===== src/sv/pid_position_controller_defines.svh =====
// Assertion macros for the position controller. Each one samples on the
// rising edge of clk and is disabled while rst_n is low.
`ifndef PID_POSITION_CONTROLLER_DEFINES_SVH
`define PID_POSITION_CONTROLLER_DEFINES_SVH

`ifndef ASSERT_OFF

// Same-cycle implication.
`define PPC_ASSERT_IMP(lbl, ante, cons) \
    lbl: assert property (@(posedge clk) disable iff (!rst_n) (ante) |-> (cons)) \
        else $error("ppc assertion failed");

// Next-cycle implication.
`define PPC_ASSERT_NXT(lbl, ante, cons) \
    lbl: assert property (@(posedge clk) disable iff (!rst_n) (ante) |=> (cons)) \
        else $error("ppc assertion failed");

`else

`define PPC_ASSERT_IMP(lbl, ante, cons)
`define PPC_ASSERT_NXT(lbl, ante, cons)

`endif

`endif


===== src/sv/ppc_pkg.sv =====
`timescale 1ns / 1ps

package ppc_pkg;

    // Default number of fraction bits in the gains and the integral.
    localparam int unsigned GAIN_FRAC_BITS_DEF = 24;
    // Magnitude bound of the drive output.
    localparam int unsigned OUTPUT_LIMIT = 127;

    // Field and datapath widths.
    localparam int unsigned GAIN_W      = 32;
    localparam int unsigned TIME_W      = 32;
    localparam int unsigned POS_W       = 16;
    localparam int unsigned ERR_W       = POS_W + 1;
    localparam int unsigned ERR_MAG_W   = POS_W;
    localparam int unsigned DERR_W      = ERR_W + 1;
    localparam int unsigned DERR_MAG_W  = ERR_W;
    localparam int unsigned PROD_W      = GAIN_W + DERR_MAG_W;
    localparam int unsigned INTEG_W     = 48;
    localparam int unsigned INCR_CAP_LOG = 46;
    localparam int unsigned ACC_W       = INCR_CAP_LOG + 1;
    localparam int unsigned SUM_W       = 52;
    localparam int unsigned LIMIT_W     = 15;
    localparam int unsigned OUT_W       = 8;

    // Iteration counts: one quotient bit per step, one timestamp bit per step.
    localparam int unsigned DIV_STEPS = PROD_W;
    localparam int unsigned MUL_STEPS = TIME_W;
    localparam int unsigned CNT_W     = $clog2(DIV_STEPS);

    // Configuration port.
    localparam int unsigned CFG_INDEX_W = 4;
    localparam int unsigned CFG_DATA_W  = 32;

    typedef enum logic [CFG_INDEX_W-1:0] {
        CFG_GAIN_P         = 4'd0,
        CFG_GAIN_I         = 4'd1,
        CFG_GAIN_D         = 4'd2,
        CFG_INTEGRAL_LIMIT = 4'd3
    } cfg_index_t;

    // Register reset values.
    localparam logic [GAIN_W-1:0]  GAIN_P_RESET = 32'd1677722;
    localparam logic [GAIN_W-1:0]  GAIN_I_RESET = 32'd16777;
    localparam logic [GAIN_W-1:0]  GAIN_D_RESET = 32'd1677722;
    localparam logic [LIMIT_W-1:0] LIMIT_RESET  = 15'd127;

    typedef enum logic [3:0] {
        ST_IDLE,
        ST_PREP,
        ST_MUL_P,
        ST_MUL_I,
        ST_MUL_D,
        ST_ITER,
        ST_INTEG,
        ST_SUM_A,
        ST_SUM_B,
        ST_ROUND,
        ST_OUT
    } ppc_state_t;

    // Commands from the sequencer to the datapath.
    typedef struct packed {
        logic accept;
        logic prep;
        logic mul_p;
        logic mul_i;
        logic mul_d;
        logic div_step;
        logic mul_step;
        logic integ;
        logic sum_a;
        logic sum_b;
        logic round;
        logic load_out;
    } ppc_cmd_t;

endpackage


===== src/sv/ppc_sample_if.sv =====
`timescale 1ns / 1ps

interface ppc_sample_if;
    logic                                valid;
    logic                                ready;
    logic signed [ppc_pkg::POS_W-1:0]    measured_value;
    logic        [ppc_pkg::TIME_W-1:0]   time_ms;
    logic                                load_target;
    logic signed [ppc_pkg::POS_W-1:0]    new_target;

    modport source (output valid, output measured_value, output time_ms,
                    output load_target, output new_target, input ready);
    modport sink   (input valid, input measured_value, input time_ms,
                    input load_target, input new_target, output ready);
endinterface


===== src/sv/ppc_result_if.sv =====
`timescale 1ns / 1ps

interface ppc_result_if;
    logic                              valid;
    logic                              ready;
    logic signed [ppc_pkg::OUT_W-1:0]  drive_power;

    modport source (output valid, output drive_power, input ready);
    modport sink   (input valid, input drive_power, output ready);
endinterface


===== src/sv/ppc_cfg_if.sv =====
`timescale 1ns / 1ps

interface ppc_cfg_if;
    logic                                 valid;
    logic                                 ready;
    logic [ppc_pkg::CFG_INDEX_W-1:0]      index;
    logic [ppc_pkg::CFG_DATA_W-1:0]       data;

    modport source (output valid, output index, output data, input ready);
    modport sink   (input valid, input index, input data, output ready);
endinterface


===== src/sv/ppc_ctrl.sv =====
`timescale 1ns / 1ps
`include "pid_position_controller_defines.svh"

module ppc_ctrl (
    input  logic              clk,
    input  logic              rst_n,
    input  logic              sample_valid,
    output logic              sample_ready,
    output logic              result_valid,
    input  logic              result_ready,
    output ppc_pkg::ppc_cmd_t cmd
);

    localparam logic [ppc_pkg::CNT_W-1:0] DIV_LAST =
        ppc_pkg::CNT_W'(ppc_pkg::DIV_STEPS - 1);
    localparam logic [ppc_pkg::CNT_W-1:0] MUL_COUNT =
        ppc_pkg::CNT_W'(ppc_pkg::MUL_STEPS);

    ppc_pkg::ppc_state_t          state_reg, state_next;
    logic [ppc_pkg::CNT_W-1:0]    cnt_reg, cnt_next;
    logic                         out_valid_reg, out_valid_next;

    // State, step counter and output valid flag.
    always_ff @(posedge clk or negedge rst_n)
    begin
        if (!rst_n)
        begin
            state_reg     <= ppc_pkg::ST_IDLE;
            cnt_reg       <= '0;
            out_valid_reg <= 1'b0;
        end
        else
        begin
            state_reg     <= state_next;
            cnt_reg       <= cnt_next;
            out_valid_reg <= out_valid_next;
        end
    end

    // Next state and datapath commands.
    always_comb
    begin
        state_next     = state_reg;
        cnt_next       = cnt_reg;
        out_valid_next = out_valid_reg;
        sample_ready   = 1'b0;
        cmd            = '0;

        // A waiting result leaves once its transfer completes.
        if (out_valid_reg && result_ready)
        begin
            out_valid_next = 1'b0;
        end

        unique case (state_reg)
            ppc_pkg::ST_IDLE:
            begin
                sample_ready = 1'b1;
                if (sample_valid)
                begin
                    cmd.accept = 1'b1;
                    state_next = ppc_pkg::ST_PREP;
                end
            end
            ppc_pkg::ST_PREP:
            begin
                cmd.prep   = 1'b1;
                state_next = ppc_pkg::ST_MUL_P;
            end
            ppc_pkg::ST_MUL_P:
            begin
                cmd.mul_p  = 1'b1;
                state_next = ppc_pkg::ST_MUL_I;
            end
            ppc_pkg::ST_MUL_I:
            begin
                cmd.mul_i  = 1'b1;
                state_next = ppc_pkg::ST_MUL_D;
            end
            ppc_pkg::ST_MUL_D:
            begin
                cmd.mul_d  = 1'b1;
                cnt_next   = '0;
                state_next = ppc_pkg::ST_ITER;
            end
            ppc_pkg::ST_ITER:
            begin
                cmd.div_step = 1'b1;
                cmd.mul_step = (cnt_reg < MUL_COUNT);
                if (cnt_reg == DIV_LAST)
                begin
                    state_next = ppc_pkg::ST_INTEG;
                end
                else
                begin
                    cnt_next = cnt_reg + 1'b1;
                end
            end
            ppc_pkg::ST_INTEG:
            begin
                cmd.integ  = 1'b1;
                state_next = ppc_pkg::ST_SUM_A;
            end
            ppc_pkg::ST_SUM_A:
            begin
                cmd.sum_a  = 1'b1;
                state_next = ppc_pkg::ST_SUM_B;
            end
            ppc_pkg::ST_SUM_B:
            begin
                cmd.sum_b  = 1'b1;
                state_next = ppc_pkg::ST_ROUND;
            end
            ppc_pkg::ST_ROUND:
            begin
                cmd.round  = 1'b1;
                state_next = ppc_pkg::ST_OUT;
            end
            ppc_pkg::ST_OUT:
            begin
                // Load the output register once it is free or being emptied.
                if (!out_valid_reg || result_ready)
                begin
                    cmd.load_out   = 1'b1;
                    out_valid_next = 1'b1;
                    state_next     = ppc_pkg::ST_IDLE;
                end
            end
            default:
            begin
                state_next = ppc_pkg::ST_IDLE;
            end
        endcase
    end

    assign result_valid = out_valid_reg;

    `PPC_ASSERT_NXT(a_accept_starts_item, sample_valid && sample_ready, state_reg == ppc_pkg::ST_PREP)
    `PPC_ASSERT_IMP(a_iter_count_bound, state_reg == ppc_pkg::ST_ITER, cnt_reg <= DIV_LAST)
    `PPC_ASSERT_NXT(a_result_not_overwritten, (state_reg == ppc_pkg::ST_OUT) && out_valid_reg && !result_ready, (state_reg == ppc_pkg::ST_OUT) && out_valid_reg)
    `PPC_ASSERT_IMP(a_load_needs_room, cmd.load_out, !out_valid_reg || result_ready)

endmodule


===== src/sv/ppc_datapath.sv =====
`timescale 1ns / 1ps

module ppc_datapath #(
    parameter int unsigned GAIN_FRAC_BITS = ppc_pkg::GAIN_FRAC_BITS_DEF
) (
    input  logic                                 clk,
    input  logic                                 rst_n,
    input  ppc_pkg::ppc_cmd_t                    cmd,
    input  logic                                 cfg_valid,
    input  logic [ppc_pkg::CFG_INDEX_W-1:0]      cfg_index,
    input  logic [ppc_pkg::CFG_DATA_W-1:0]       cfg_data,
    input  logic [ppc_pkg::POS_W-1:0]            measured_value,
    input  logic [ppc_pkg::TIME_W-1:0]           time_ms,
    input  logic                                 load_target,
    input  logic [ppc_pkg::POS_W-1:0]            new_target,
    output logic [ppc_pkg::OUT_W-1:0]            drive_power
);

    localparam int unsigned POS_W      = ppc_pkg::POS_W;
    localparam int unsigned ERR_W      = ppc_pkg::ERR_W;
    localparam int unsigned DERR_W     = ppc_pkg::DERR_W;
    localparam int unsigned ERR_MAG_W  = ppc_pkg::ERR_MAG_W;
    localparam int unsigned DERR_MAG_W = ppc_pkg::DERR_MAG_W;
    localparam int unsigned GAIN_W     = ppc_pkg::GAIN_W;
    localparam int unsigned TIME_W     = ppc_pkg::TIME_W;
    localparam int unsigned PROD_W     = ppc_pkg::PROD_W;
    localparam int unsigned INTEG_W    = ppc_pkg::INTEG_W;
    localparam int unsigned ACC_W      = ppc_pkg::ACC_W;
    localparam int unsigned SUM_W      = ppc_pkg::SUM_W;
    localparam int unsigned OUT_W      = ppc_pkg::OUT_W;
    localparam int unsigned LIMIT_W    = ppc_pkg::LIMIT_W;

    localparam logic [PROD_W-1:0] INCR_CAP = PROD_W'(1) << ppc_pkg::INCR_CAP_LOG;
    localparam logic [SUM_W-1:0]  HALF_LSB = SUM_W'(1) << (GAIN_FRAC_BITS - 1);
    localparam logic [SUM_W-1:0]  OUT_MAX  = SUM_W'(ppc_pkg::OUTPUT_LIMIT);

    // Configuration registers.
    logic [GAIN_W-1:0]           gain_p_reg, gain_i_reg, gain_d_reg;
    logic [LIMIT_W-1:0]          limit_reg;

    // Controller state carried between items.
    logic [POS_W-1:0]            target_reg;
    logic [ERR_W-1:0]            prev_err_reg;
    logic [TIME_W-1:0]           prev_time_reg;
    logic signed [INTEG_W-1:0]   integral_reg;

    // Per-item working registers.
    logic [POS_W-1:0]            meas_reg;
    logic [TIME_W-1:0]           time_reg;
    logic [ERR_MAG_W-1:0]        err_mag_reg;
    logic                        err_neg_reg;
    logic [DERR_MAG_W-1:0]       derr_mag_reg;
    logic                        derr_neg_reg;
    logic [TIME_W-1:0]           dt_reg;
    logic                        dt_zero_reg;
    logic [INTEG_W-1:0]          prop_reg;
    logic [INTEG_W-1:0]          a_reg;
    logic [PROD_W-1:0]           dvd_reg;
    logic [TIME_W-1:0]           rem_reg;
    logic [TIME_W-1:0]           mul_dt_reg;
    logic [ACC_W-1:0]            acc_reg;
    logic                        over_reg;
    logic signed [SUM_W-1:0]     sum_reg;
    logic [SUM_W-1:0]            rnd_reg;
    logic                        rnd_neg_reg;
    logic [OUT_W-1:0]            drive_reg;

    // Combinational values.
    logic [ERR_W-1:0]            err_w, err_abs;
    logic [DERR_W-1:0]           derr_w, derr_abs;
    logic [GAIN_W-1:0]           mul_a;
    logic [DERR_MAG_W-1:0]       mul_b;
    logic [PROD_W-1:0]           product;
    logic [PROD_W-1:0]           acc_next;
    logic [TIME_W:0]             rem_shift;
    logic                        rem_ge;
    logic [TIME_W-1:0]           rem_next;
    logic [ACC_W-1:0]            incr_mag;
    logic signed [INTEG_W-1:0]   incr_s, integral_sum_w, bound_s, integral_next;
    logic signed [SUM_W-1:0]     prop_s, deriv_s;
    logic [PROD_W-1:0]           deriv_mag;
    logic [SUM_W-1:0]            sum_abs, quot_w;
    logic [OUT_W-1:0]            sat_w, drive_next;
    ppc_pkg::cfg_index_t         cfg_sel;

    // Error, error change and their magnitudes.
    assign err_w    = {target_reg[POS_W-1], target_reg} - {meas_reg[POS_W-1], meas_reg};
    assign err_abs  = err_w[ERR_W-1] ? (ERR_W'(0) - err_w) : err_w;
    assign derr_w   = {err_w[ERR_W-1], err_w} - {prev_err_reg[ERR_W-1], prev_err_reg};
    assign derr_abs = derr_w[DERR_W-1] ? (DERR_W'(0) - derr_w) : derr_w;

    // Shared gain multiplier, used once for each of the three terms.
    always_comb
    begin
        priority if (cmd.mul_d)
        begin
            mul_a = gain_d_reg;
            mul_b = derr_mag_reg;
        end
        else if (cmd.mul_i)
        begin
            mul_a = gain_i_reg;
            mul_b = DERR_MAG_W'(err_mag_reg);
        end
        else
        begin
            mul_a = gain_p_reg;
            mul_b = DERR_MAG_W'(err_mag_reg);
        end
    end

    assign product = PROD_W'(mul_a) * PROD_W'(mul_b);

    // Serial multiply of the integral rate by dt, MSB first, saturating at the cap.
    assign acc_next = (PROD_W'(acc_reg) << 1)
                    + (mul_dt_reg[TIME_W-1] ? PROD_W'(a_reg) : PROD_W'(0));

    // Restoring divide step for the derivative term.
    assign rem_shift = {rem_reg, dvd_reg[PROD_W-1]};
    assign rem_ge    = (rem_shift >= {1'b0, dt_reg});
    assign rem_next  = rem_ge ? TIME_W'(rem_shift - {1'b0, dt_reg}) : rem_shift[TIME_W-1:0];

    // Integral update and clamp.
    assign incr_mag       = over_reg ? ACC_W'(INCR_CAP) : acc_reg;
    assign incr_s         = err_neg_reg ? -$signed(INTEG_W'(incr_mag))
                                        : $signed(INTEG_W'(incr_mag));
    assign integral_sum_w = integral_reg + incr_s;
    assign bound_s        = $signed(INTEG_W'(limit_reg) << GAIN_FRAC_BITS);

    always_comb
    begin
        priority if (integral_sum_w > bound_s)
        begin
            integral_next = bound_s;
        end
        else if (integral_sum_w < -bound_s)
        begin
            integral_next = -bound_s;
        end
        else
        begin
            integral_next = integral_sum_w;
        end
    end

    // Signed proportional and derivative terms.
    assign prop_s    = err_neg_reg ? -$signed(SUM_W'(prop_reg)) : $signed(SUM_W'(prop_reg));
    assign deriv_mag = dt_zero_reg ? PROD_W'(0) : dvd_reg;
    assign deriv_s   = derr_neg_reg ? -$signed(SUM_W'(deriv_mag)) : $signed(SUM_W'(deriv_mag));

    // Rounding and saturation of the output.
    assign sum_abs    = sum_reg[SUM_W-1] ? $unsigned(-sum_reg) : $unsigned(sum_reg);
    assign quot_w     = rnd_reg >> GAIN_FRAC_BITS;
    assign sat_w      = (quot_w > OUT_MAX) ? OUT_W'(ppc_pkg::OUTPUT_LIMIT) : quot_w[OUT_W-1:0];
    assign drive_next = rnd_neg_reg ? (OUT_W'(0) - sat_w) : sat_w;

    assign cfg_sel = ppc_pkg::cfg_index_t'(cfg_index);

    // Configuration and state that survives between items.
    always_ff @(posedge clk or negedge rst_n)
    begin
        if (!rst_n)
        begin
            gain_p_reg    <= ppc_pkg::GAIN_P_RESET;
            gain_i_reg    <= ppc_pkg::GAIN_I_RESET;
            gain_d_reg    <= ppc_pkg::GAIN_D_RESET;
            limit_reg     <= ppc_pkg::LIMIT_RESET;
            target_reg    <= '0;
            prev_err_reg  <= '0;
            prev_time_reg <= '0;
            integral_reg  <= '0;
        end
        else
        begin
            if (cfg_valid)
            begin
                unique case (cfg_sel)
                    ppc_pkg::CFG_GAIN_P:         gain_p_reg <= GAIN_W'(cfg_data);
                    ppc_pkg::CFG_GAIN_I:         gain_i_reg <= GAIN_W'(cfg_data);
                    ppc_pkg::CFG_GAIN_D:         gain_d_reg <= GAIN_W'(cfg_data);
                    ppc_pkg::CFG_INTEGRAL_LIMIT: limit_reg  <= cfg_data[LIMIT_W-1:0];
                    default:                     ;
                endcase
            end
            if (cmd.accept && load_target)
            begin
                target_reg   <= new_target;
                integral_reg <= '0;
            end
            if (cmd.prep)
            begin
                prev_err_reg  <= err_w;
                prev_time_reg <= time_reg;
            end
            if (cmd.integ)
            begin
                integral_reg <= integral_next;
            end
        end
    end

    // Per-item working registers.
    always_ff @(posedge clk)
    begin
        if (cmd.accept)
        begin
            meas_reg <= measured_value;
            time_reg <= time_ms;
        end
        if (cmd.prep)
        begin
            err_mag_reg  <= err_abs[ERR_MAG_W-1:0];
            err_neg_reg  <= err_w[ERR_W-1];
            derr_mag_reg <= derr_abs[DERR_MAG_W-1:0];
            derr_neg_reg <= derr_w[DERR_W-1];
            dt_reg       <= time_reg - prev_time_reg;
            dt_zero_reg  <= (time_reg == prev_time_reg);
        end
        if (cmd.mul_p)
        begin
            prop_reg <= product[INTEG_W-1:0];
        end
        if (cmd.mul_i)
        begin
            a_reg <= product[INTEG_W-1:0];
        end
        if (cmd.mul_d)
        begin
            dvd_reg    <= product;
            rem_reg    <= '0;
            mul_dt_reg <= dt_reg;
            acc_reg    <= '0;
            over_reg   <= 1'b0;
        end
        if (cmd.mul_step)
        begin
            mul_dt_reg <= mul_dt_reg << 1;
            if (!over_reg)
            begin
                if (acc_next > INCR_CAP)
                begin
                    over_reg <= 1'b1;
                end
                else
                begin
                    acc_reg <= acc_next[ACC_W-1:0];
                end
            end
        end
        if (cmd.div_step)
        begin
            rem_reg <= rem_next;
            dvd_reg <= {dvd_reg[PROD_W-2:0], rem_ge};
        end
        if (cmd.sum_a)
        begin
            sum_reg <= prop_s + SUM_W'(integral_reg);
        end
        if (cmd.sum_b)
        begin
            sum_reg <= sum_reg + deriv_s;
        end
        if (cmd.round)
        begin
            rnd_reg     <= sum_abs + HALF_LSB;
            rnd_neg_reg <= sum_reg[SUM_W-1];
        end
        if (cmd.load_out)
        begin
            drive_reg <= drive_next;
        end
    end

    assign drive_power = drive_reg;

endmodule


===== src/sv/pid_position_controller.sv =====
`timescale 1ns / 1ps

// Position PID controller with a clamped integral. Each sample transfer
// brings a measured position, a millisecond timestamp and optionally a new
// target (loading a target clears the integral); each sample yields exactly
// one drive_power result, rounded half away from zero and saturated to
// +/-127. One sample is worked on at a time: the block takes no new sample
// until the result of the last one has been loaded into the output register.
// The derivative term is formed by a 49-step restoring divider; the serial
// multiply of the integral increment by dt runs alongside it in its first
// 32 steps, and one shared 32x17 multiplier forms the three gain products
// in consecutive cycles. A finished result waits in the output register
// while the next sample is taken in. Configuration writes are always taken
// and must only be issued while no sample is in flight.
module pid_position_controller #(
    parameter int unsigned GAIN_FRAC_BITS = ppc_pkg::GAIN_FRAC_BITS_DEF
) (
    input  logic          clk,
    input  logic          rst_n,
    ppc_cfg_if.sink       cfg,
    ppc_sample_if.sink    sample,
    ppc_result_if.source  result
);

    ppc_pkg::ppc_cmd_t cmd;

    assign cfg.ready = 1'b1;

    // Sequencer.
    ppc_ctrl u_ctrl (
        .clk          (clk),
        .rst_n        (rst_n),
        .sample_valid (sample.valid),
        .sample_ready (sample.ready),
        .result_valid (result.valid),
        .result_ready (result.ready),
        .cmd          (cmd)
    );

    // Arithmetic and state.
    ppc_datapath #(
        .GAIN_FRAC_BITS (GAIN_FRAC_BITS)
    ) u_datapath (
        .clk            (clk),
        .rst_n          (rst_n),
        .cmd            (cmd),
        .cfg_valid      (cfg.valid),
        .cfg_index      (cfg.index),
        .cfg_data       (cfg.data),
        .measured_value (sample.measured_value),
        .time_ms        (sample.time_ms),
        .load_target    (sample.load_target),
        .new_target     (sample.new_target),
        .drive_power    (result.drive_power)
    );

endmodule


===== src/flat_wrapper.sv =====
// flat-port wrapper written by rule: the top's interface ports become plain ports
module pid_position_controller_flat 
#(
    parameter int unsigned GAIN_FRAC_BITS = ppc_pkg::GAIN_FRAC_BITS_DEF
)
  (clk, rst_n, cfg_valid, cfg_index, cfg_data, cfg_ready, sample_valid, sample_measured_value, sample_time_ms, sample_load_target, sample_new_target, sample_ready, result_valid, result_drive_power, result_ready);
  ppc_cfg_if cfg_i ();
  ppc_sample_if sample_i ();
  ppc_result_if result_i ();
  input  logic clk;
  input  logic rst_n;
  input wire logic [$bits(cfg_i.valid)-1:0] cfg_valid;
  input wire logic [$bits(cfg_i.index)-1:0] cfg_index;
  input wire logic [$bits(cfg_i.data)-1:0] cfg_data;
  output wire logic [$bits(cfg_i.ready)-1:0] cfg_ready;
  input wire logic [$bits(sample_i.valid)-1:0] sample_valid;
  input wire logic [$bits(sample_i.measured_value)-1:0] sample_measured_value;
  input wire logic [$bits(sample_i.time_ms)-1:0] sample_time_ms;
  input wire logic [$bits(sample_i.load_target)-1:0] sample_load_target;
  input wire logic [$bits(sample_i.new_target)-1:0] sample_new_target;
  output wire logic [$bits(sample_i.ready)-1:0] sample_ready;
  output wire logic [$bits(result_i.valid)-1:0] result_valid;
  output wire logic [$bits(result_i.drive_power)-1:0] result_drive_power;
  input wire logic [$bits(result_i.ready)-1:0] result_ready;
  assign cfg_i.valid = cfg_valid;
  assign cfg_i.index = cfg_index;
  assign cfg_i.data = cfg_data;
  assign cfg_ready = cfg_i.ready;
  assign sample_i.valid = sample_valid;
  assign sample_i.measured_value = sample_measured_value;
  assign sample_i.time_ms = sample_time_ms;
  assign sample_i.load_target = sample_load_target;
  assign sample_i.new_target = sample_new_target;
  assign sample_ready = sample_i.ready;
  assign result_valid = result_i.valid;
  assign result_drive_power = result_i.drive_power;
  assign result_i.ready = result_ready;
  pid_position_controller #(.GAIN_FRAC_BITS(GAIN_FRAC_BITS)) u_core (.clk(clk), .rst_n(rst_n), .cfg(cfg_i), .sample(sample_i), .result(result_i));
endmodule

===== config.mk =====
export PLATFORM = sky130hd
export DESIGN_NAME = pid_position_controller_flat
export DESIGN_NICKNAME = d
export VERILOG_FILES = /design/src/sv/ppc_pkg.sv /design/src/sv/ppc_sample_if.sv /design/src/sv/ppc_result_if.sv /design/src/sv/ppc_cfg_if.sv /design/src/sv/ppc_ctrl.sv /design/src/sv/ppc_datapath.sv /design/src/sv/pid_position_controller.sv /design/src/flat_wrapper.sv
export VERILOG_INCLUDE_DIRS = /design/src /design/src/sv
export SDC_FILE = /design/constraint.sdc
export NUM_CORES = 2
export LEC_CHECK = 0
export BUFFER_PORTS_ARGS = -buffer_cell sky130_fd_sc_hd__clkbuf_2
export CELL_PAD_IN_SITES_DETAIL_PLACEMENT = 0
export CELL_PAD_IN_SITES_GLOBAL_PLACEMENT = 2
export CORE_MARGIN = 2
export CORE_UTILIZATION = 45
export DETAILED_ROUTE_END_ITERATION = 12
export GPL_ROUTABILITY_DRIVEN = 0
export GPL_TIMING_DRIVEN = 0
export MAX_ROUTING_LAYER = met4
export PLACE_DENSITY = 0.9
export RECOVER_POWER = 100
export SETUP_SLACK_MARGIN = 0.1
export SLEW_MARGIN = 20
export SYNTH_ARGS = -nofsm -noshare
export SYNTH_HDL_FRONTEND = slang
export SYNTH_HIERARCHICAL = 1
export SYNTH_SLANG_ARGS = --single-unit
export TNS_END_PERCENT = 5

===== constraint.sdc =====
create_clock -name clk -period 24.1 [get_ports clk]
set_input_delay 3.615 -clock clk [delete_from_list [all_inputs] [get_ports clk]]
set_output_delay 3.615 -clock clk [all_outputs]
set_load 0.02 [all_outputs]

==> results.json <==
{
  "die_x_um": 387.1,
  "cp-startpoint": "u_core/u_ctrl/state_reg[1]",
  "critPathMaxStageDelay_ns": 1.45,
  "rr_startpoint": "u_core/u_ctrl/state_reg[1]",
  "avgSynthCellArea_um2": 9.204,
  "insertion_delay_ns": 0.71,
  "cts.sinks": 697,
  "layout.cells.non_filler": 9385,
  "setup_ws_ns": 10.31,
  "place.port_buffers": 115,
  "via_count": 53358,
  "final_common_cell": "nand2_1",
  "crit_arrival_ns": 14.37,
  "cts.reportedPaths.clkPinSlew_ns": 0.06,
  "grt_max_degree": 77,
  "syn_nets": 8202,
  "final_cell_mix": "894 x nand2_1, 817 x inv_1, 464 x ha_1",
  "core_area_um2": 145700,
  "routed_wl_mm": 214.3,
  "hp-class": "flop to flop",
  "start_util_pct": 45.31,
  "cts_inserted_buffers": 79,
  "synth.area.top_cells": "edfxtp_1 19%, fa_1 14%, ha_1 8.8%, dfrtp_1 7.6%, nand2_1 5.1%",
  "drcViolationCount": 0,
  "cts_tree": "done",
  "fin_tns_setup_ns": 0,
  "worst-setup-path-type": "flop to flop",
  "syn_inst": 7175,
  "end_kind": "flop",
  "ys.flop_type": "edfxtp_1",
  "rsz0062_at_grt": "false",
  "grt_util_met1_pct": 38.30,
  "firstDrtPassIters": 6,
  "yosys.area.top_type_share_pct": 18.78,
  "yosysTopAreaCell": "edfxtp_1",
  "async_reset_ff_share_pct": 33.72,
  "cp_data_required_time_ns": 24.67,
  "gr-usage-met2_pct": 47.17,
  "outcome": "finished with violations",
  "wl_per_cell_um": 22.83,
  "violations": "capacitance limit, slew limit",
  "max_slew_margin_pct": -200.1,
  "synth_edf_count": 413,
  "clockBufferDepth": 3,
  "finClkSkew_ns": 0.04099,
  "ys_seq_area_share_pct": 29.24,
  "hold_viol": 0,
  "synthToLayoutAreaGrowth_pct": 8.852,
  "holdBufCountCts": 0,
  "ys_seq_elements": 697,
  "drtAntennaViolNets": 0,
  "critPathSlowestCell": "o21ai_0",
  "busiest_layer": "met2",
  "grt_pass1_wl_mm": 325.2,
  "cts-root-buf": "clkbuf_16",
  "worstSetupStartpointType": "flop",
  "worstPathMaxFanout": 11,
  "grt_use_total_pct": 29.21,
  "slew_viol_final": 500,
  "fin_crit_ns": 13.79,
  "path_delay_family": "buffers and inverters",
  "grt_pass1_vias": 52419,
  "syn_area_um2": 66040,
  "largest_reg_flops": 52,
  "antenna_found_initial": 11,
  "tightest_slew_ns": 4.501,
  "die_area_um2": 149800,
  "hold_start": "u_core/u_datapath/time_reg[18]",
  "cts_resized": 0,
  "fin_crit_sh_pct": 57.23,
  "yosysWarnings": 6,
  "use_met3_pct": 3.265,
  "drtIter0Drc": 4452,
  "crit_top_cell": "clkbuf_1",
  "dpl.hpwl_mm": 175.3,
  "timing.fmax_mhz": 72.51,
  "io_pins": 117,
  "drive_above_1_share_pct": 7.009,
  "crit_buf_inv": 10,
  "die_h_um": 387.1,
  "rows": 140,
  "place_ws_ns": 11.94,
  "postCtsSetupRepairBufs": 0,
  "viasPerCell": 5.685,
  "place_inst": 9231,
  "setup_viol": 0,
  "synth_cell_type_count": 100,
  "overflow": 0,
  "num-nets-final": 8422,
  "htreeDepth": 3,
  "drv_cap": 15
}
-- layer usage --
metal	up-vias	part of all wire (%)
met5	-	0
met2	1618	47
met3	307	5.6
met4	0	3.9
li1	25144	-
met1	26289	44
-- cell usage after synthesis, types with 184 or more instances --
cell type  instances
a21o_1           184
a21oi_1          366
clkbuf_1         232
dfrtp_1          201
edfxtp_1         413
fa_1             457
ha_1             464
inv_1            817
mux2_2           198
nand2_1          894
nor2_1           414
o21ai_0          336
xnor2_1          313
-- path summary, 6_finish.rpt --
check | to | slack, ns | cells after the start
min in group asynchronous | u_core/u_datapath/prev_time_reg[18] | 3.15 | 1
worst min-delay path | u_core/u_datapath/prev_time_reg[18] | 0.49 | 2
worst max register to register | u_core/u_datapath/dvd_reg[39] | 10.31 | 33
worst min register to register | u_core/u_datapath/prev_time_reg[18] | 0.49 | 2
max in group asynchronous | u_core/u_datapath/gain_i_reg[23] | 13.74 | 3
worst max-delay path | u_core/u_datapath/dvd_reg[39] | 10.31 | 33
-- worst register-to-register path, delay by kind of cell (launching register included) --
kind            cells  cell delay [ns]
flops               1             0.37
compound gates      9             3.71
fa+ha+maj           7             3.46
buf+inv            10             3.92
xor+xnor            1             0.94
mux                 2             0.54
simple gates        4             0.75
-- cell type report --
type,count,area (um2)
diodes,6,15.01
plain buffers,274,1039
clock buffers,102,2248
clock inverters,46,605.6
fillers,13821,73860
inverters,820,3078
multi-input cells,5384,42550
flip-flops and latches,697,19310
well taps,1917,2399
repair buffers,139,644.4
-- through the flow --
stage / utilization, % / area (um2) / hold slack, ns
global route: 49.32 / 71880 / 0.5160
CTS: 49.61 / 72300 / 0.4911
finish: 49.32 / 71880 / 0.4918
global placement: 47.35 / 69010 / 0.4783
floorplan: - / 66040 / 0.4479
detailed placement: 47.65 / 69450 / 0.4809
-- logic make-up after synthesis --
| group | count (synthesis) | synth area share (%) |
|---|---|---|
| AOI/OAI and AO/OA | 1470 | 14.33 |
| DFF | 697 | 29.24 |
| and+or+nand+nor | 2176 | 15.61 |
| muxes | 331 | 5.413 |
| other | 1 | 0.005679 |
| adders and majority gates | 921 | 22.65 |
| xor gates and xnor gates | 485 | 6.433 |
| buffers and inverters | 1094 | 6.328 |
Power is left out: the tool's default activity adds up to more than one toggle a clock period on the data nets, which glitch-free logic cannot reach.
